## src/rtl/core/dsc_pkg.sv

```systemverilog
// ----------------------------------------------------------------------------
// dsc_pkg: shared types and calendar helpers
// Item and result records, the shared adder request and month/year lengths
// for the date-time / seconds converter.
// ----------------------------------------------------------------------------
`default_nettype none

package dsc_pkg;

  // Units peeled off the remaining second count
  localparam logic [31:0] SECS_PER_DAY  = 32'd86400;
  localparam logic [31:0] SECS_PER_HOUR = 32'd3600;
  localparam logic [31:0] SECS_PER_MIN  = 32'd60;

  // Whole years and months expressed in seconds
  localparam logic [31:0] SECS_PER_YEAR      = 32'd31536000;
  localparam logic [31:0] SECS_PER_LEAP_YEAR = 32'd31622400;
  localparam logic [31:0] SECS_PER_28_DAYS   = 32'd2419200;
  localparam logic [31:0] SECS_PER_29_DAYS   = 32'd2505600;
  localparam logic [31:0] SECS_PER_30_DAYS   = 32'd2592000;
  localparam logic [31:0] SECS_PER_31_DAYS   = 32'd2678400;

  // Last legal value of each date-time input field
  localparam logic [7:0] YEAR_LAST   = 8'd99;
  localparam logic [7:0] MONTH_LAST  = 8'd12;
  localparam logic [7:0] DAY_LAST    = 8'd31;
  localparam logic [7:0] HOUR_LAST   = 8'd23;
  localparam logic [7:0] MINSEC_LAST = 8'd59;

  // One input item
  typedef struct packed {
    logic        op;
    logic [7:0]  year;
    logic [7:0]  month;
    logic [7:0]  day;
    logic [7:0]  hour;
    logic [7:0]  minute;
    logic [7:0]  second;
    logic [31:0] seconds;
  } dsc_item_t;

  // One result item
  typedef struct packed {
    logic [31:0] seconds;
    logic [6:0]  year;
    logic [3:0]  month;
    logic [4:0]  day;
    logic [4:0]  hour;
    logic [5:0]  minute;
    logic [5:0]  second;
    logic        error;
  } dsc_result_t;

  // Request to the shared adder: a + b, or a - b when sub is set
  typedef struct packed {
    logic [31:0] a;
    logic [31:0] b;
    logic        sub;
  } dsc_alu_req_t;

  // Offsets 0..99 from 2000: divisible by four is leap (2000 itself included)
  function automatic logic is_leap(input logic [6:0] year_off);
    return (year_off[1:0] == 2'b00);
  endfunction

  function automatic logic [8:0] days_of_year(input logic [6:0] year_off);
    return is_leap(year_off) ? 9'd366 : 9'd365;
  endfunction

  function automatic logic [4:0] days_of_month(input logic [6:0] year_off,
                                               input logic [3:0] month);
    logic [4:0] len;
    case (month)
      4'd2:    len = is_leap(year_off) ? 5'd29 : 5'd28;
      4'd4:    len = 5'd30;
      4'd6:    len = 5'd30;
      4'd9:    len = 5'd30;
      4'd11:   len = 5'd30;
      default: len = 5'd31;
    endcase
    return len;
  endfunction

  function automatic logic [31:0] secs_of_year(input logic [6:0] year_off);
    return is_leap(year_off) ? SECS_PER_LEAP_YEAR : SECS_PER_YEAR;
  endfunction

  function automatic logic [31:0] secs_of_month(input logic [6:0] year_off,
                                                input logic [3:0] month);
    logic [31:0] secs;
    case (days_of_month(year_off, month))
      5'd28:   secs = SECS_PER_28_DAYS;
      5'd29:   secs = SECS_PER_29_DAYS;
      5'd30:   secs = SECS_PER_30_DAYS;
      default: secs = SECS_PER_31_DAYS;
    endcase
    return secs;
  endfunction

endpackage

`default_nettype wire

```

## src/rtl/core/dsc_alu.sv

```systemverilog
// ----------------------------------------------------------------------------
// dsc_alu: shared 32-bit adder / subtractor
// The one arithmetic unit of the converter. The carry out of a subtraction
// is set when a >= b and serves as the compare result.
// ----------------------------------------------------------------------------
`default_nettype none

module dsc_alu
  import dsc_pkg::*;
(
  input  dsc_alu_req_t req,
  output logic [31:0]  res,
  output logic         carry
);

  logic [31:0] b_eff;
  logic [32:0] sum;

  // Invert b and add one for a subtraction
  assign b_eff = req.sub ? ~req.b : req.b;
  assign sum   = {1'b0, req.a} + {1'b0, b_eff} + {32'd0, req.sub};
  assign res   = sum[31:0];
  assign carry = sum[32];

endmodule

`default_nettype wire

```

## src/rtl/core/dsc_engine.sv

```systemverilog
// ----------------------------------------------------------------------------
// dsc_engine: conversion sequencer
// Walks years and months, peels days, hours and minutes off a second count by
// repeated subtraction and builds the second count by shift-and-add, all
// through one shared adder.
// ----------------------------------------------------------------------------
`default_nettype none

module dsc_engine
  import dsc_pkg::*;
(
  input  logic        clk,
  input  logic        rst_n,
  input  logic        start,
  input  dsc_item_t   item,
  output logic        idle,
  output logic        res_valid,
  input  logic        res_ready,
  output dsc_result_t res
);

  typedef enum logic [5:0] {
    ST_IDLE   = 6'b000001,
    ST_SPLIT  = 6'b000010,
    ST_YEAR   = 6'b000100,
    ST_MONTH  = 6'b001000,
    ST_HORNER = 6'b010000,
    ST_DONE   = 6'b100000
  } state_t;

  typedef enum logic [1:0] {
    PH_DAY  = 2'd0,
    PH_HOUR = 2'd1,
    PH_MIN  = 2'd2
  } phase_t;

  // Steps of the seconds build: ((days*24 + h)*60 + m)*60 + s
  localparam logic [2:0] HS_DAY  = 3'd0;
  localparam logic [2:0] HS_X24  = 3'd1;
  localparam logic [2:0] HS_HOUR = 3'd2;
  localparam logic [2:0] HS_X60A = 3'd3;
  localparam logic [2:0] HS_MIN  = 3'd4;
  localparam logic [2:0] HS_X60B = 3'd5;
  localparam logic [2:0] HS_SEC  = 3'd6;

  state_t      state_r, state_nxt;
  phase_t      phase_r, phase_nxt;
  logic        op_r, op_nxt;
  logic        err_r, err_nxt;
  logic [6:0]  yr_r, yr_nxt;
  logic [3:0]  mo_r, mo_nxt;
  logic [4:0]  dy_r, dy_nxt;
  logic [4:0]  hr_r, hr_nxt;
  logic [5:0]  mi_r, mi_nxt;
  logic [5:0]  se_r, se_nxt;
  logic [31:0] acc_r, acc_nxt;
  logic [6:0]  cnt_y_r, cnt_y_nxt;
  logic [3:0]  cnt_m_r, cnt_m_nxt;
  logic [2:0]  step_r, step_nxt;

  dsc_alu_req_t alu_req;
  logic [31:0]  alu_res;
  logic         alu_carry;

  logic [31:0]  divisor;
  logic [31:0]  year_len;
  logic [31:0]  month_len;
  logic [6:0]   dom_year;
  logic         bad_time;

  dsc_alu u_alu (
    .req   (alu_req),
    .res   (alu_res),
    .carry (alu_carry)
  );

  // Unit taken off the remaining seconds in each split phase
  always_comb begin
    case (phase_r)
      PH_DAY:  divisor = SECS_PER_DAY;
      PH_HOUR: divisor = SECS_PER_HOUR;
      default: divisor = SECS_PER_MIN;
    endcase
  end

  assign dom_year = op_r ? cnt_y_r : yr_r;

  // Year and month lengths: in days when building, in seconds when splitting
  assign year_len  = op_r ? secs_of_year(cnt_y_r) : {23'd0, days_of_year(cnt_y_r)};
  assign month_len = op_r ? secs_of_month(dom_year, cnt_m_r)
                          : {27'd0, days_of_month(dom_year, cnt_m_r)};

  assign bad_time = (item.year > YEAR_LAST) || (item.month == 8'd0) ||
                    (item.month > MONTH_LAST) || (item.day == 8'd0) ||
                    (item.day > DAY_LAST) || (item.hour > HOUR_LAST) ||
                    (item.minute > MINSEC_LAST) || (item.second > MINSEC_LAST);

  // Sequencer and datapath next values
  always_comb begin
    state_nxt = state_r;
    phase_nxt = phase_r;
    op_nxt    = op_r;
    err_nxt   = err_r;
    yr_nxt    = yr_r;
    mo_nxt    = mo_r;
    dy_nxt    = dy_r;
    hr_nxt    = hr_r;
    mi_nxt    = mi_r;
    se_nxt    = se_r;
    acc_nxt   = acc_r;
    cnt_y_nxt = cnt_y_r;
    cnt_m_nxt = cnt_m_r;
    step_nxt  = step_r;
    alu_req   = '{a: acc_r, b: 32'd0, sub: 1'b0};

    case (state_r)
      ST_IDLE: begin
        if (start) begin
          op_nxt    = item.op;
          yr_nxt    = item.year[6:0];
          mo_nxt    = item.month[3:0];
          dy_nxt    = item.day[4:0];
          hr_nxt    = item.hour[4:0];
          mi_nxt    = item.minute[5:0];
          se_nxt    = item.second[5:0];
          acc_nxt   = item.op ? item.seconds : 32'd0;
          cnt_y_nxt = 7'd0;
          err_nxt   = item.op ? item.seconds[31] : bad_time;
          if ((item.op && item.seconds[31]) || (!item.op && bad_time)) begin
            state_nxt = ST_DONE;
          end else begin
            state_nxt = ST_YEAR;
          end
        end
      end

      // Peel one day, hour or minute off the remaining seconds per cycle
      ST_SPLIT: begin
        alu_req = '{a: acc_r, b: divisor, sub: 1'b1};
        if (alu_carry) begin
          acc_nxt = alu_res;
          case (phase_r)
            PH_DAY:  dy_nxt = dy_r + 5'd1;
            PH_HOUR: hr_nxt = hr_r + 5'd1;
            default: mi_nxt = mi_r + 6'd1;
          endcase
        end else begin
          case (phase_r)
            PH_DAY:  phase_nxt = PH_HOUR;
            PH_HOUR: phase_nxt = PH_MIN;
            default: begin
              se_nxt    = acc_r[5:0];
              state_nxt = ST_DONE;
            end
          endcase
        end
      end

      // Add whole years, or peel them off the second count
      ST_YEAR: begin
        alu_req = '{a: acc_r, b: year_len, sub: op_r};
        if (op_r) begin
          if (alu_carry) begin
            acc_nxt   = alu_res;
            cnt_y_nxt = cnt_y_r + 7'd1;
          end else begin
            cnt_m_nxt = 4'd1;
            state_nxt = ST_MONTH;
          end
        end else if (cnt_y_r == yr_r) begin
          cnt_m_nxt = 4'd1;
          state_nxt = ST_MONTH;
        end else begin
          acc_nxt   = alu_res;
          cnt_y_nxt = cnt_y_r + 7'd1;
        end
      end

      // Add whole months, or peel them off the second count
      ST_MONTH: begin
        alu_req = '{a: acc_r, b: month_len, sub: op_r};
        if (op_r) begin
          if (alu_carry) begin
            acc_nxt   = alu_res;
            cnt_m_nxt = cnt_m_r + 4'd1;
          end else begin
            dy_nxt    = 5'd1;
            hr_nxt    = 5'd0;
            mi_nxt    = 6'd0;
            phase_nxt = PH_DAY;
            state_nxt = ST_SPLIT;
          end
        end else if (cnt_m_r == mo_r) begin
          step_nxt  = HS_DAY;
          state_nxt = ST_HORNER;
        end else begin
          acc_nxt   = alu_res;
          cnt_m_nxt = cnt_m_r + 4'd1;
        end
      end

      // Scale and add the time of day, one adder pass a cycle
      ST_HORNER: begin
        acc_nxt  = alu_res;
        step_nxt = step_r + 3'd1;
        case (step_r)
          HS_DAY:  alu_req = '{a: acc_r, b: {27'd0, dy_r - 5'd1}, sub: 1'b0};
          HS_X24:  alu_req = '{a: {acc_r[27:0], 4'd0}, b: {acc_r[28:0], 3'd0}, sub: 1'b0};
          HS_HOUR: alu_req = '{a: acc_r, b: {27'd0, hr_r}, sub: 1'b0};
          HS_X60A: alu_req = '{a: {acc_r[25:0], 6'd0}, b: {acc_r[29:0], 2'd0}, sub: 1'b1};
          HS_MIN:  alu_req = '{a: acc_r, b: {26'd0, mi_r}, sub: 1'b0};
          HS_X60B: alu_req = '{a: {acc_r[25:0], 6'd0}, b: {acc_r[29:0], 2'd0}, sub: 1'b1};
          HS_SEC: begin
            alu_req   = '{a: acc_r, b: {26'd0, se_r}, sub: 1'b0};
            state_nxt = ST_DONE;
          end
          default: state_nxt = ST_DONE;
        endcase
      end

      ST_DONE: begin
        if (res_ready) begin
          state_nxt = ST_IDLE;
        end
      end

      default: state_nxt = ST_IDLE;
    endcase
  end

  // Control state
  always_ff @(posedge clk) begin
    if (!rst_n) begin
      state_r <= ST_IDLE;
    end else begin
      state_r <= state_nxt;
    end
  end

  // Datapath registers
  always_ff @(posedge clk) begin
    phase_r <= phase_nxt;
    op_r    <= op_nxt;
    err_r   <= err_nxt;
    yr_r    <= yr_nxt;
    mo_r    <= mo_nxt;
    dy_r    <= dy_nxt;
    hr_r    <= hr_nxt;
    mi_r    <= mi_nxt;
    se_r    <= se_nxt;
    acc_r   <= acc_nxt;
    cnt_y_r <= cnt_y_nxt;
    cnt_m_r <= cnt_m_nxt;
    step_r  <= step_nxt;
  end

  assign idle      = (state_r == ST_IDLE);
  assign res_valid = (state_r == ST_DONE);

  // Assemble the result; unused fields stay zero
  always_comb begin
    res = '0;
    if (err_r) begin
      res.error = 1'b1;
    end else if (!op_r) begin
      res.seconds = acc_r;
    end else begin
      res.year   = cnt_y_r;
      res.month  = cnt_m_r;
      res.day    = dy_r;
      res.hour   = hr_r;
      res.minute = mi_r;
      res.second = se_r;
    end
  end

  a_split_below_day: assert property (@(posedge clk) disable iff (!rst_n)
    (state_r == ST_SPLIT && phase_r != PH_DAY) |-> (acc_r < SECS_PER_DAY))
    else $error("time of day left over exceeds one day");

  a_month_in_range: assert property (@(posedge clk) disable iff (!rst_n)
    (state_r == ST_MONTH) |-> (cnt_m_r >= 4'd1 && cnt_m_r <= 4'd12))
    else $error("month walk left the year");

  a_year_walk_bound: assert property (@(posedge clk) disable iff (!rst_n)
    (state_r == ST_YEAR && !op_r) |-> (cnt_y_r <= yr_r))
    else $error("year walk passed the target year");

  a_start_leaves_idle: assert property (@(posedge clk) disable iff (!rst_n)
    (start && idle) |=> (state_r != ST_IDLE))
    else $error("accepted item did not start a conversion");

endmodule

`default_nettype wire

```

## src/rtl/core/datetime_seconds_converter.sv

```systemverilog
// ----------------------------------------------------------------------------
// datetime_seconds_converter: calendar date-time <-> seconds since 2000
// Converts a date-time to seconds since 2000-01-01 00:00:00 or back, with
// range checking, through one shared adder and a registered output stage.
// ----------------------------------------------------------------------------
//
//  Channel   Direction  Payload                                    Handshake
//  in_       slave      tdata: y,mo,d,h,mi,s,seconds; tuser: op     tvalid/tready
//  out_      master     tdata: seconds,y,mo,d,h,mi,s; tuser: error  tvalid/tready
//
//  Date-time to seconds: whole years and then whole months are added in days,
//  after which the time of day is scaled and added by shift-and-add.
//  Seconds to date-time: years and then months are walked one at a time, then
//  days, hours and minutes are peeled off, each phase closed by a failed compare.
//  Out-of-range items go straight to the result with the error flag set. Every
//  calendar step goes through the single 32-bit adder.
//  Reset (rst_n low, synchronous) returns the sequencer to idle and empties
//  the output register. in_tready is high only while the sequencer is idle;
//  a finished result waits in the output register while out_tready is low.
// ----------------------------------------------------------------------------
`default_nettype none

module datetime_seconds_converter
  import dsc_pkg::*;
(
  input  wire logic        clk,
  input  wire logic        rst_n,
  input  wire logic        in_tvalid,
  output logic             in_tready,
  // year[7:0], month[15:8], day[23:16], hour[31:24], minute[39:32],
  // second[47:40], seconds_in[79:48]
  input  wire logic [79:0] in_tdata,
  // op[0]
  input  wire logic        in_tuser,
  output logic             out_tvalid,
  input  wire logic        out_tready,
  // seconds_out[31:0], year_out[38:32], month_out[42:39], day_out[47:43],
  // hour_out[52:48], minute_out[58:53], second_out[64:59], zero[71:65]
  output logic [71:0]      out_tdata,
  // error[0]
  output logic             out_tuser
);

  dsc_item_t   item;
  dsc_result_t eng_res;
  logic        eng_idle;
  logic        eng_valid;
  logic        eng_ready;
  logic        start;

  logic        out_valid_r, out_valid_nxt;
  dsc_result_t out_data_r;

  // Unpack the input item
  assign item.op      = in_tuser;
  assign item.year    = in_tdata[7:0];
  assign item.month   = in_tdata[15:8];
  assign item.day     = in_tdata[23:16];
  assign item.hour    = in_tdata[31:24];
  assign item.minute  = in_tdata[39:32];
  assign item.second  = in_tdata[47:40];
  assign item.seconds = in_tdata[79:48];

  assign in_tready = eng_idle;
  assign start     = in_tvalid && eng_idle;

  dsc_engine u_engine (
    .clk       (clk),
    .rst_n     (rst_n),
    .start     (start),
    .item      (item),
    .idle      (eng_idle),
    .res_valid (eng_valid),
    .res_ready (eng_ready),
    .res       (eng_res)
  );

  // Output register: take a new result when empty or being drained
  assign eng_ready     = !out_valid_r || out_tready;
  assign out_valid_nxt = eng_valid || (out_valid_r && !out_tready);

  always_ff @(posedge clk) begin
    if (!rst_n) begin
      out_valid_r <= 1'b0;
    end else begin
      out_valid_r <= out_valid_nxt;
    end
  end

  always_ff @(posedge clk) begin
    if (eng_valid && eng_ready) begin
      out_data_r <= eng_res;
    end
  end

  assign out_tvalid = out_valid_r;
  assign out_tdata  = {7'd0, out_data_r.second, out_data_r.minute, out_data_r.hour,
                       out_data_r.day, out_data_r.month, out_data_r.year,
                       out_data_r.seconds};
  assign out_tuser  = out_data_r.error;

endmodule

`default_nettype wire
```

## config.mk

```make
export PLATFORM = sky130hd
export DESIGN_NAME = datetime_seconds_converter
export DESIGN_NICKNAME = d
export VERILOG_FILES = /design/src/rtl/core/dsc_pkg.sv /design/src/rtl/core/dsc_alu.sv /design/src/rtl/core/dsc_engine.sv /design/src/rtl/core/datetime_seconds_converter.sv
export SDC_FILE = /design/constraint.sdc
export NUM_CORES = 1
export LEC_CHECK = 0
export BUFFER_PORTS_ARGS = -buffer_cell sky130_fd_sc_hd__buf_2
export CELL_PAD_IN_SITES_DETAIL_PLACEMENT = 0
export CELL_PAD_IN_SITES_GLOBAL_PLACEMENT = 1
export CORE_UTILIZATION = 41
export DETAILED_ROUTE_END_ITERATION = 7
export MAX_ROUTING_LAYER = met4
export PLACE_DENSITY_LB_ADDON = 0.1
export SLEW_MARGIN = 10
export SYNTH_ARGS = -nofsm -noshare
export SYNTH_HDL_FRONTEND = slang
export SYNTH_SLANG_ARGS = --single-unit
```

## constraint.sdc

```tcl
create_clock -name clk -period 4.8 [get_ports clk]
set_input_delay 0.72 -clock clk [delete_from_list [all_inputs] [get_ports clk]]
set_output_delay 0.72 -clock clk [all_outputs]
set_load 0.01 [all_outputs]
```

## After elaboration in Yosys (flattened, before gate mapping)

Index checks and enable logic that the tools add are counted.
Widths: inputs -> output; s select.

| operators by class | value |
|---|---|
| eq/ne operators | 44 |
| add/sub/neg operators | 9 |
| bitwise operators | 2 |
| $lt $le $gt $ge | 6 |
| muxes and demuxes | 77 |
| reductions and logical operators | 48 |

Operators by type and width:

| kind | count |
|---|---|
| $pmux 65 s6 | 1 |
| $mux 32 | 9 |
| $pmux 65 s4 | 1 |
| $pmux 32 s5 | 1 |
| $mux 6 | 20 |
| $pmux 20 s3 | 1 |
| $mux 5 | 10 |
| $pmux 6 s6 | 1 |
| $pmux 17 s2 | 1 |
| $add 32x32->33 | 1 |
| $add 33x1->33 | 1 |
| $not 32->32 | 1 |
| $pmux 5 s3 | 2 |
| $mux 7 | 4 |
| $mux 4 | 6 |
| $mux 22 | 1 |
| $mux 18 | 1 |
| $pmux 6 s3 | 1 |
| $reduce_and 6->1 | 3 |
| $gt 8x5->1 const B | 2 |
| $gt 8x6->1 const B | 2 |
| $logic_not 8->1 | 2 |
| $eq 5x5->1 const B | 3 |
| $pmux 7 s2 | 1 |
| 53 further kinds | 110 |

| storage, ports and cells | value |
|---|---|
| bits in registers | 156 |
| word-level logic and storage cells | 209 |

## Longest topological paths before layout

Gate-level depths: netlist of run 1.

| depth | value |
|---|---|
| depth in word-level cells | 15 |
| mapped depth | 24 |
| mapped depth without buffers | 22 |

## Cells and area by module

A second synthesis of run 1 with hierarchy kept.

| second synthesis, totals | value |
|---|---|
| cell total of the unflattened synthesis | 1126 |
| area, all modules | 10876.7 um^2 |

By module, submodules not included:

| module | area each (um^2) | cells each | times used |
|---|---|---|---|
| dsc_engine | 6626.4 | 745 | 1 |
| dsc_alu | 2148.3 | 301 | 1 |
| datetime_seconds_converter | 2102.0 | 80 | 1 |

## Worst setup path before layout of run 1

Ideal clock, no wire load.

| path | value |
|---|---|
| path type | register to register |
| from | reg u_engine.step_r[1] |
| to | reg u_engine.se_r[0] (enable) |
| required time | 4.423 ns |
| path buffers | 3 |
| library setup time | 0.377 ns |
| path slack | -0.389 ns |
| arrival | 4.812 ns |
| stages on the path, launching flop included | 23 |
| cells stage by stage | edfxtp_1 > inv_1 > ha_1 > clkbuf_1 > nor2_1 > a21oi_1 > o21ai_1 > nor3_1 > clkbuf_1 > nand2_1 > nand3_1 > nor2_1 > a21oi_1 > ha_1 > a21o_1 > a21o_1 > a21oi_1 > o21ai_0 > a211o_1 > o31ai_4 > nand2_1 > buf_2 > o21ai_0 |

| between the ends | value |
|---|---|
| cells in the longest elaborated chain, start to end | 10 |
| elaborated cells between the ends (all ways) | 16 |
| those cells by class | add/sub: 2; eq/ne: 7; mux: 3; bitwise: 1; reduce/logical: 3 |

Ends and longest elaborated chain:

| item | RTL line | RTL |
|---|---|---|
| from (decl) | dsc_engine.sv:59 | `logic [2:0] step_r, step_nxt;` |
| from (signal assigned) | dsc_engine.sv:254 | `step_r <= step_nxt;` |
| $eq 3x2->1 / $eq 3x3->1 (equally long branches) | dsc_engine.sv:206 | `case (step_r)` |
| $reduce_or 2->1 (no line) | - |  |
| $pmux 65 s6 * | dsc_engine.sv:206 |  |
| $pmux 65 s4 * | dsc_engine.sv:116 | `case (state_r)` |
| $not 32->32 | dsc_alu.sv:20 | `assign b_eff = req.sub ? ~req.b : req.b;` |
| $mux 32 | dsc_alu.sv:20 |  |
| $add 32x32->33 | dsc_alu.sv:21 | `assign sum = {1'b0, req.a} + {1'b0, b_eff} + {32'd0, req.sub};` |
| $add 33x1->33 * | dsc_alu.sv:21 |  |
| $ne 2x2->1 (no line) * | - |  |
| $reduce_and 4->1 (no line) * | - |  |
| to (signal assigned) | dsc_engine.sv:250 | `se_r <= se_nxt;` |
| to (decl) | dsc_engine.sv:55 | `logic [5:0] se_r, se_nxt;` |

Every way passes the cells marked *; elsewhere a longest branch is shown, timed or not.
A chain may end at the register's enable or synchronous reset.

## Worst setup path after layout of run 1

| path | value |
|---|---|
| from | reg u_engine.step_r[0] |
| to | reg u_engine.hr_r[1] (enable) |

| between the ends | value |
|---|---|
| cells in the longest elaborated chain, start to end | 10 |
| elaborated cells between the ends (all ways) | 17 |
| those cells by class | add/sub: 2; eq/ne: 8; mux: 3; bitwise: 1; reduce/logical: 3 |

Ends and longest elaborated chain:

| item | RTL line | RTL |
|---|---|---|
| $eq 3x2->1 / $eq 3x3->1 (equally long branches) | dsc_engine.sv:206 |  |
| $reduce_or 2->1 (no line) | - |  |
| $pmux 65 s6 * | dsc_engine.sv:206 |  |
| $pmux 65 s4 * | dsc_engine.sv:116 |  |
| $not 32->32 | dsc_alu.sv:20 |  |
| $mux 32 | dsc_alu.sv:20 |  |
| $add 32x32->33 | dsc_alu.sv:21 |  |
| $add 33x1->33 * | dsc_alu.sv:21 |  |
| $ne 2x2->1 (no line) | - |  |
| $reduce_and 6->1 (no line) * | - |  |
| to (signal assigned) | dsc_engine.sv:248 | `hr_r <= hr_nxt;` |
| to (decl) | dsc_engine.sv:53 | `logic [4:0] hr_r, hr_nxt;` |

Marked as above.

==> results of run 1 <==
## worst min path at each step
stage	from	endpoint	slack [ps]	cells after the start
floorplan	u_engine.err_r	out_tuser	470	0
detailed placement	out_tvalid	out_tvalid	540	2
global route	in_tdata[0]	u_engine.yr_r[0]	440	1
finish	in_tdata[0]	u_engine.yr_r[0]	450	1
global placement	out_tvalid	out_tvalid	530	2
CTS	in_tdata[0]	u_engine.yr_r[0]	440	1
## layout make-up
type / count / area [sq um]
clock buffers: 18 / 429
clock inverters: 14 / 149
fillers: 2298 / 11000
inverters: 48 / 180
multi-input cells: 830 / 6040
flip-flops and latches: 156 / 4610
well taps: 330 / 413
repair buffers: 366 / 2430
## registers in the layout (all words and copies together) (netlist names)
register,flops
out_tdata,65
out_tuser,1
out_tvalid,1
u_engine.acc_r,32
u_engine.cnt_m_r,4
u_engine.cnt_y_r,7
u_engine.dy_r,5
u_engine.err_r,1
u_engine.hr_r,5
u_engine.mi_r,6
u_engine.mo_r,4
u_engine.op_r,1
u_engine.phase_r,2
u_engine.se_r,6
u_engine.state_r,6
u_engine.step_r,3
u_engine.yr_r,7
## logic make-up (layout without fill, tap and decap cells)
| group | count (synthesis) | after routing |
|---|---|---|
| AOI/OAI and AO/OA | 308 | 308 |
| xor gates and xnor gates | 74 | 74 |
| adders and majority gates | 50 | 50 |
| buffers and inverters | 119 | 446 |
| DFF | 156 | 156 |
| muxes | 17 | 17 |
| other | 1 | 7 |
| and+or+nand+nor | 373 | 374 |
## critical path, stage by stage (launching register included)
cell and delay [ps]:
edfxtp_1 450, buf_6 160, ha_4 170, buf_4 130, mux2_4 290, and3_4 200
nor3_4 190, buf_6 170, mux2i_1 70, buf_4 140, ha_1 300, a21o_1 190
a21o_1 180, a21oi_2 140, nor3b_1 80, a211o_1 320, o31ai_4 430, nand2_2 180
o21ai_4 200, a31oi_1 60, nor2_1 200, buf_4 180
## power groups by stage
stage                     registers [W]  logic [W]  clock network [W]
final                           0.00193    0.00113            0.00136
after global routing            0.00194    0.00123            0.00144
after CTS                       0.00192    0.00106            0.00138
after detailed placement        0.00194    0.00104                  0
after global placement          0.00195    0.00104                  0
after floorplan                 0.00185   0.000623                  0
## cells in the final DEF, fill, tap and decap left out, types with 6 or more instances in the layout
cell       synthesis  routed
nor2b_1            9       7
o21ai_1            7       9
dfxtp_1            7       7
nor3_1            20      16
conb_1             1       7
xnor2_1           47      46
nor2_1            71      67
nand2_2            0       6
a21oi_2            0      11
a22o_1             8       8
inv_6              0       6
nand4_1           11      11
edfxtp_1         149     149
inv_1             47      43
and3_1             7       7
nand2b_1          11      10
nand2_1          108     100
a222oi_1          22      22
a221oi_2           1       7
a31oi_1           10      10
a21o_1            17      17
clkbuf_16          0      17
ha_4               0       7
nor4_1             8       6
o21ai_0           64      57
xor2_1            27      27
nand3_1           32      31
buf_2              7     153
a22oi_1           36      34
nand3b_1           6       6
buf_6              0      12
mux2i_1           13      12
buf_4             10     199
o21a_1             7       6
ha_1              49      36
and2_1            67      66
ha_2               0       6
a21oi_1           69      58
## layer usage
metal  up-vias  global-route usage  share of wire
met2       412               0.425           0.45
met4         0              0.0790          0.017
met1      4777               0.406           0.47
met5         -                   -              0
met3        49              0.0367          0.063
li1       4715                   -              -
## per-stage QoR
| stage | hold WS [ps] | utilization | area, sq um |
|---|---|---|---|
| 5_1_grt | 444 | 0.565 | 14300 |
| 6_report | 451 | 0.565 | 14300 |
| 3_3_place_gp | 529 | 0.510 | 12900 |
| 4_1_cts | 442 | 0.539 | 13600 |
| 2_1_floorplan | 474 | - | 10600 |
| 3_5_place_dp | 537 | 0.510 | 12900 |
## timing repair
action                                  in CTS  in global routing
hold buffers                                 0                  0
pin swaps                                    5                 51
setup buffers                                8                 32
resized for setup                           20                 97
endpoints found under the setup margin      62                 71
gates cloned                                 0                  2
==> results.sh, run 1 <==
export IMPL_cts_buffers=17
export IMPL_antenna_found_initial=0
export IMPL_cts_sinks=156
export IMPL_grt_usage=0.286
export IMPL_rrSetupSlack_ps=90
export IMPL_drcViolationCount=0
export IMPL_gp_congestion=0.981
export IMPL_synth_edf_count=149
export IMPL_swShare=0.346
export IMPL_avgViaCountPerCell=5.65
export IMPL_finalPower_w=0.00441
export IMPL_p_comb_frac=0.255
export IMPL_syn_inst=1098
export IMPL_fin_cells=1762
export IMPL_die_height_um=163
export IMPL_arrival_ps=4870
export IMPL_dp_cells=1692
export IMPL_end_kind="flip-flop"
export IMPL_ys_warn_count=0
export IMPL_yosysUniqueCellTypes=75
export IMPL_synthAdderAreaFrac=0.0597
export IMPL_core_sq_um=25300
export IMPL_firstDrtPassIters=6
export IMPL_cp_startpoint="u_engine.step_r[0]"
export IMPL_layout_drive_gt1_share=0.353
export IMPL_ys_flop_type="edfxtp_1"
export IMPL_status="finished, final reports clean"
export IMPL_area_growth_pct=34.4
export IMPL_critPathCapture="u_engine.hr_r[1]"
export IMPL_p_seq_frac=0.437
export IMPL_initial_core_util=0.420
export IMPL_total_leakage_power_nw=6.13
export IMPL_slew_headroom=0.276
export IMPL_synthMuxAreaShare=0.0169
export IMPL_die_area_sq_um=26500
export IMPL_netlist_area_leader_share=0.422
export IMPL_synth_commonest_cells="149 x edfxtp_1, 108 x nand2_1, 71 x nor2_1"
export IMPL_grt_pass1_wl_um=55000
export IMPL_antenna_cells=0
export IMPL_synth_area_per_cell_sq_um=9.66
export IMPL_nets=1554
export IMPL_cap_violations=0
export IMPL_fin_ws_ps=87.9
export IMPL_ir_drop_v=0.000198
export IMPL_ys_seq_area_frac=0.435
export IMPL_cts_tree="done"
export IMPL_ys_ff_latch=156
export IMPL_die_w_um=163
export IMPL_grt_pass1_vias=9290
export IMPL_max_freq_mhz=212
export IMPL_reg2reg_to="u_engine.hr_r[1]"
export IMPL_worstRegToRegCells=21
export IMPL_place_ws_ps=-226
export IMPL_grt_start_max_net_pins=37
export IMPL_io_pins=160
export IMPL_synth_area_top_cells="edfxtp_1 42%, ha_1 5.8%, and2_1 4.0%, xnor2_1 3.9%, nand2_1 3.8%"
export IMPL_syn_area_sq_um=10600
export IMPL_wl_um=36800
export IMPL_drt_initial_drc_count=1113
export IMPL_yosysMostFrequentCell="edfxtp_1"
export IMPL_setup_viol=0
export IMPL_p_per_area_nw_per_um2=309
export IMPL_port_buffers=152
export IMPL_cts_root_buffer="clkbuf_16"
export IMPL_finalHoldViolCount=0
export IMPL_hold_class="in -> reg"
export IMPL_fp_row_count=58
export IMPL_ant_nets=0
export IMPL_yosys_area_share_xor_xnor=0.0611
export IMPL_finalMaxSlewViolations=0
export IMPL_clkTransAtPathRegs_ps=80
export IMPL_crit_fanout=7
export IMPL_setup_tns_ps=0
export IMPL_wl_per_cell_um=20.9
export IMPL_internal_power_w=0.00289
export IMPL_postSynth_asyncResetShare=0
export IMPL_synth_top_family_by_area="compound AO/OA/AOI/OAI gates"
export IMPL_grt_ovfl_total=0
export IMPL_rsz0062_at_grt="true"
export IMPL_min_period_over_period=0.982
export IMPL_clock_skew_ps=22.3
export IMPL_period_needed_ps=4710
export IMPL_synth_compound_area_frac=0.201
export IMPL_hpwl_um=27400
export IMPL_p_sw_w=0.00153
export IMPL_clock_latency_ps=440
export IMPL_p_clk_frac=0.308
export IMPL_vias=9953
export IMPL_synth_largest_area_cell="edfxtp_1"
export IMPL_crit_type="reg -> reg"
export IMPL_crit_path_start_kind="flip-flop"
export IMPL_tightest_slew_ps=1090
export IMPL_reg2reg_from="u_engine.step_r[0]"
export IMPL_crit_required_ps=4960
export IMPL_synthSimpleGateAreaFrac=0.179
export IMPL_clock_path_buffers=2
export IMPL_h_tree_depth=4
Note: power is estimated with default switching activity, not from simulation.
==> run 2, diff against run 1 <==
Settings changed: SETUP_SLACK_MARGIN from default to 0.2.
==> run 2 against run 1 <==
Net effect:
- flip-flop and latch count unchanged
- clock power about the same
- via count about the same
- critical path depth up 2
- cell count down 0.34%
- fmax up 0.42%
- power down 0.13%
- register-to-register slack better by 20 ps
- global-route usage down 0.13 points
- first-iteration DRC count down 10%
- critical path type unchanged
- critical endpoint is now u_engine.state_r[4]
==> results.sh, run 2 (synthesis results as in run 1) <==
export IMPL_antenna_found_initial=0
export IMPL_grt_usage=0.284
export IMPL_reg2reg_from="u_engine.step_r[1]"
export IMPL_avgViaCountPerCell=5.67
export IMPL_tightest_slew_ps=1080
export IMPL_vias=9961
export IMPL_slew_headroom=0.282
export IMPL_h_tree_depth=4
export IMPL_ir_drop_v=0.000223
export IMPL_cts_root_buffer="clkbuf_16"
export IMPL_cp_startpoint="u_engine.step_r[1]"
export IMPL_core_sq_um=25300
export IMPL_multi_input_area_sq_um=6070
export IMPL_slowest_delay_ps=460
export IMPL_post_dp_cell_area_sq_um=12800
export IMPL_final_cell_mix="184 x buf_4, 152 x buf_2, 149 x edfxtp_1"
export IMPL_p_per_area_nw_per_um2=307
export IMPL_end_kind="flip-flop"
export IMPL_status="finished, final reports clean"
export IMPL_rrSetupSlack_ps=110
export IMPL_die_area_sq_um=26500
export IMPL_die_w_um=163
export IMPL_arrival_ps=5050
export IMPL_drt_initial_drc_count=1002
export IMPL_wl_per_cell_um=20.7
export IMPL_clkTransAtPathRegs_ps=80
export IMPL_grt_ovfl_total=0
export IMPL_die_height_um=163
export IMPL_finalMaxSlewViolations=0
export IMPL_total_leakage_power_nw=6.14
export IMPL_grt_start_max_net_pins=67
export IMPL_period_needed_ps=4690
export IMPL_initial_core_util=0.420
export IMPL_cap_violations=0
export IMPL_firstDrtPassIters=8
export IMPL_setup_viol=0
export IMPL_nets=1548
export IMPL_fin_util=0.569
export IMPL_io_pins=160
export IMPL_crit_fanout=13
export IMPL_hpwl_um=26400
export IMPL_nFillCells=2313
export IMPL_finalInstanceArea_sq_um=14400
export IMPL_grt_pass1_vias=9542
export IMPL_clock_path_buffers=2
export IMPL_port_buffers=152
export IMPL_path_cells="ha_2 -> buf_4 -> mux2_4 -> and3_4 -> buf_8 -> a22oi_2 -> nand3_2 -> nor2_2 -> a21oi_2 -> ha_1 -> a21o_1 -> a21o_1 -> a21oi_2 -> o21ai_2 -> a211o_1 -> o31ai_4 -> nand2_2 -> buf_6 -> buf_4 -> a221oi_2 -> buf_4 -> nand2_1 -> a21boi_1"
export IMPL_fp_row_count=58
export IMPL_ant_nets=0
export IMPL_postCtsHoldBufs=0
export IMPL_slowest_stage="edfxtp_1"
export IMPL_min_period_over_period=0.978
export IMPL_crit_type="reg -> reg"
export IMPL_finalHoldViolCount=0
export IMPL_setup_tns_ps=0
export IMPL_max_freq_mhz=213
export IMPL_layout_drive_gt1_share=0.360
export IMPL_grt_pass1_wl_um=55200
export IMPL_finalPower_w=0.00441
export IMPL_cts_sinks=156
export IMPL_cts_buffers=17
export IMPL_critPathCapture="u_engine.state_r[4]"
export IMPL_hold_class="in -> reg"
export IMPL_path_common_cell="buf_4"
export IMPL_antenna_cells=0
export IMPL_wl_um=36400
export IMPL_seq_area_sq_um=4610
export IMPL_reg2reg_to="u_engine.state_r[4]"
export IMPL_drcViolationCount=0
export IMPL_layout_commonest_cell="buf_4"
export IMPL_crit_required_ps=5150
export IMPL_largest_reg_flops=65
export IMPL_worstRegToRegCells=23
export IMPL_cts_tree="done"
export IMPL_area_growth_pct=35.6
export IMPL_crit_path_start_kind="flip-flop"
export IMPL_gp_congestion=0.955
export IMPL_rsz0062_at_grt="true"
export IMPL_clock_skew_ps=15.2
export IMPL_clock_latency_ps=440
## run 2: cell types whose count changed in the layout (fill, tap and decap cells not counted), sizes merged
cell    previous run  this run
inv               56        55
bufbuf             0         1
clkbuf            18        19
buf              366       359
clkinv             5         6
and3               9         8
## run 2: worst max-delay path, delay by kind of cell (launching register included)
family | cells | cell delay [ps]
buffers and inverters | 5 | 740
adders and majority gates | 2 | 520
muxes | 1 | 280
and+or+nand+nor | 5 | 620
AOI/OAI and AO/OA | 10 | 1980
DFF | 1 | 460
## run 2: metal layers
metal | global-route usage | vias to the layer above | share of wire
met3 | 0.0446 | 42 | 0.071
li1 | - | 4704 | -
met4 | 0.0743 | 0 | 0.018
met5 | - | - | 0
met1 | 0.404 | 4812 | 0.47
met2 | 0.420 | 403 | 0.44
## run 2: area by class of cell
| class | count | area share |
|---|---|---|
| inverter | 48 | 0.0127 |
| clock inverter | 14 | 0.0107 |
| timing repair buffer | 361 | 0.175 |
| clock buffer | 18 | 0.0299 |
| sequential | 156 | 0.321 |
| tap | 330 | 0.0287 |
| multi-input combinational | 829 | 0.422 |
## run 2: where the power goes
part           internal, W  switching (W)
clock             0.000697       0.000664
sequential         0.00170       0.000248
combinational     0.000487       0.000611
total              0.00288        0.00152
## run 2: metrics by stage
stage / std cells / hold WS [ps] / worst slack (ps)
2_1_floorplan: 1104 / 474 / 219
3_3_place_gp: 1677 / 524 / -190
3_5_place_dp: 1677 / 521 / -205
4_1_cts: 1739 / 441 / 201
5_1_grt: 1756 / 447 / -146
6_report: 1756 / 457 / 107
## run 2: worst min-delay path by stage
stage / cells after the start / startpoint / to
after floorplan: 0 / u_engine.err_r / out_tuser
after global placement: 2 / out_tvalid / out_tvalid
after detailed placement: 2 / out_tvalid / out_tvalid
after CTS: 1 / in_tdata[0] / u_engine.yr_r[0]
after global routing: 1 / in_tdata[1] / u_engine.yr_r[1]
final: 1 / in_tdata[0] / u_engine.yr_r[0]
## run 2: timing repair
| action | 4_1_cts | 5_1_grt |
|---|---|---|
| pin swaps | 41 | 40 |
| resized for setup | 66 | 76 |
| endpoints found under the setup margin | 71 | 71 |
| buffers inserted | 29 | 15 |
| gates cloned | 1 | 2 |
==> run 3, diff against run 2 <==
Settings changed: PLACE_DENSITY from default to 0.77, PLACE_DENSITY_LB_ADDON 0.1 to default.
==> run 3 against run 2 <==
Net effect:
- hold slack gained 18 ps
- setup slack worse by 22 ps
- clock power barely moved
- global-route usage down 1.9 points
- combinational power shrank 5%
==> results.sh, run 3 (synthesis results as in run 1) <==
export IMPL_grt_pass1_vias=9221
export IMPL_grt_pass1_wl_um=52100
export IMPL_post_dp_cell_area_sq_um=12400
export IMPL_core_sq_um=25300
export IMPL_p_per_area_nw_per_um2=315
export IMPL_h_tree_depth=4
export IMPL_gp_congestion=0.992
export IMPL_ir_drop_v=0.000241
export IMPL_rsz0062_at_grt="true"
export IMPL_clock_path_buffers=2
export IMPL_layout_drive_gt1_share=0.329
export IMPL_setup_tns_ps=0
export IMPL_hold_end="u_engine.yr_r[1]"
export IMPL_wl_um=34700
export IMPL_vias=9806
export IMPL_finalMaxSlewViolations=0
export IMPL_cts_tree="done"
export IMPL_grt_ovfl_total=0
export IMPL_wl_per_cell_um=20.4
export IMPL_total_leakage_power_nw=5.86
export IMPL_area_growth_pct=31.3
export IMPL_hpwl_um=25300
export IMPL_p_seq_frac=0.446
export IMPL_die_area_sq_um=26500
export IMPL_ant_nets=0
export IMPL_whs_ps=475
export IMPL_setup_viol=0
export IMPL_crit_type="reg -> reg"
export IMPL_die_height_um=163
export IMPL_p_sw_w=0.00150
export IMPL_max_freq_mhz=212
export IMPL_slew_headroom=0.256
export IMPL_cap_violations=0
export IMPL_avgViaCountPerCell=5.76
export IMPL_p_comb_frac=0.237
export IMPL_drcViolationCount=0
export IMPL_internal_power_w=0.00289
export IMPL_tightest_slew_ps=1120
export IMPL_crit_path_start_kind="flip-flop"
export IMPL_clock_skew_ps=11.3
export IMPL_swShare=0.341
export IMPL_die_w_um=163
export IMPL_cts_root_buffer="clkbuf_16"
export IMPL_status="finished, final reports clean"
export IMPL_io_pins=160
export IMPL_firstDrtPassIters=8
export IMPL_fin_ws_ps=85.1
export IMPL_hold_class="in -> reg"
export IMPL_crit_fanout=6
export IMPL_place_ws_ps=-221
export IMPL_crit_required_ps=4950
export IMPL_min_period_over_period=0.982
export IMPL_p_clk_frac=0.317
export IMPL_arrival_ps=4860
export IMPL_cts_sinks=156
export IMPL_grt_usage=0.266
export IMPL_period_needed_ps=4710
export IMPL_hold_start="in_tdata[1]"
export IMPL_clkTransAtPathRegs_ps=70
export IMPL_postCtsHoldBufs=0
export IMPL_antenna_cells=0
export IMPL_cp_startpoint="u_engine.step_r[1]"
export IMPL_finalInstanceArea_sq_um=13900
export IMPL_antenna_found_initial=0
export IMPL_fin_util=0.551
export IMPL_hold_depth=1
export IMPL_cts_buffers=17
export IMPL_rrSetupSlack_ps=90
export IMPL_reg2reg_from="u_engine.step_r[1]"
export IMPL_grt_start_max_net_pins=67
export IMPL_port_buffers=152
export IMPL_worstRegToRegCells=23
export IMPL_initial_core_util=0.420
export IMPL_drt_initial_drc_count=1076
export IMPL_clock_latency_ps=430
export IMPL_final_cell_mix="152 x buf_2, 149 x edfxtp_1, 134 x buf_4"
export IMPL_nets=1494
export IMPL_largest_reg_flops=65
export IMPL_finalHoldViolCount=0
export IMPL_fp_row_count=58
export IMPL_end_kind="flip-flop"
export IMPL_layout_commonest_cell="buf_2"
export IMPL_reg2reg_to="u_engine.cnt_m_r[2]"
## run 3: changes by cell type in the layout (fill, tap and decap cells not counted), moves of 3 or more
cell	delta
buf_6	-5
mux2i_1	+3
a22oi_1	-3
mux2i_2	-3
buf_12	+3
a22oi_2	+3
buf_4	-50
inv_8	+3
## run 3: cell type report
class	count	area (sq um)
Timing Repair Buffer	307	2100
Clock inverter	15	173
Fill cell	2220	11300
Multi-Input combinational cell	829	6010
Sequential cell	156	4610
Inverter	48	184
Tap cell	330	413
Clock buffer	17	425
## run 3: worst max path at each step
stage                     cells after the start                   to
after floorplan                              18   u_engine.acc_r[31]
after global placement                       19  u_engine.cnt_m_r[3]
after detailed placement                     20   u_engine.acc_r[17]
after CTS                                    20  u_engine.cnt_m_r[3]
after global routing                         22     u_engine.hr_r[0]
final                                        23  u_engine.cnt_m_r[2]
## run 3: critical path: stages (launching register included)
cell and delay [ps]:
edfxtp_1 510, inv_2 150, ha_4 180, nor2_1 50
a21oi_1 150, o21ai_2 100, nor3_4 230, buf_12 150
buf_6 90, nand2_2 60, o2111ai_2 110, mux2i_2 280
ha_1 280, a21o_1 180, a21o_1 180, a21oi_2 160
nor3b_2 70, a211o_1 300, o31ai_4 350, nand2_2 160
buf_6 180, mux2i_1 120, a211oi_2 210, buf_4 180
## run 3: metrics by stage
stage	total power [W]	std cells
floorplan	0.00247	1104
global placement	0.00291	1621
detailed placement	0.00292	1621
CTS	0.00432	1677
global route	0.00456	1702
finish	0.00439	1702
## run 3: repair_timing
action | CTS | global route
resized for setup | 38 | 85
pin swaps | 21 | 52
setup endpoints to repair | 71 | 71
cloned | 0 | 2
buffers inserted | 24 | 23
## run 3: metal layers
| layer | vias up | GRT usage | routed length [um] |
|---|---|---|---|
| met5 | - | - | 0 |
| met1 | 4681 | 0.369 | 15600 |
| met3 | 72 | 0.0441 | 2810 |
| met2 | 465 | 0.388 | 15300 |
| li1 | 4588 | - | - |
| met4 | 0 | 0.0943 | 969 |
## run 3: power groups by stage
| stage | sequential (W) | combinational (W) | clock, W |
|---|---|---|---|
| floorplan | 0.00185 | 0.000626 | 0 |
| global placement | 0.00196 | 0.000953 | 0 |
| detailed placement | 0.00196 | 0.000962 | 0 |
| CTS | 0.00193 | 0.000988 | 0.00140 |
| global route | 0.00196 | 0.00114 | 0.00146 |
| finish | 0.00196 | 0.00104 | 0.00139 |
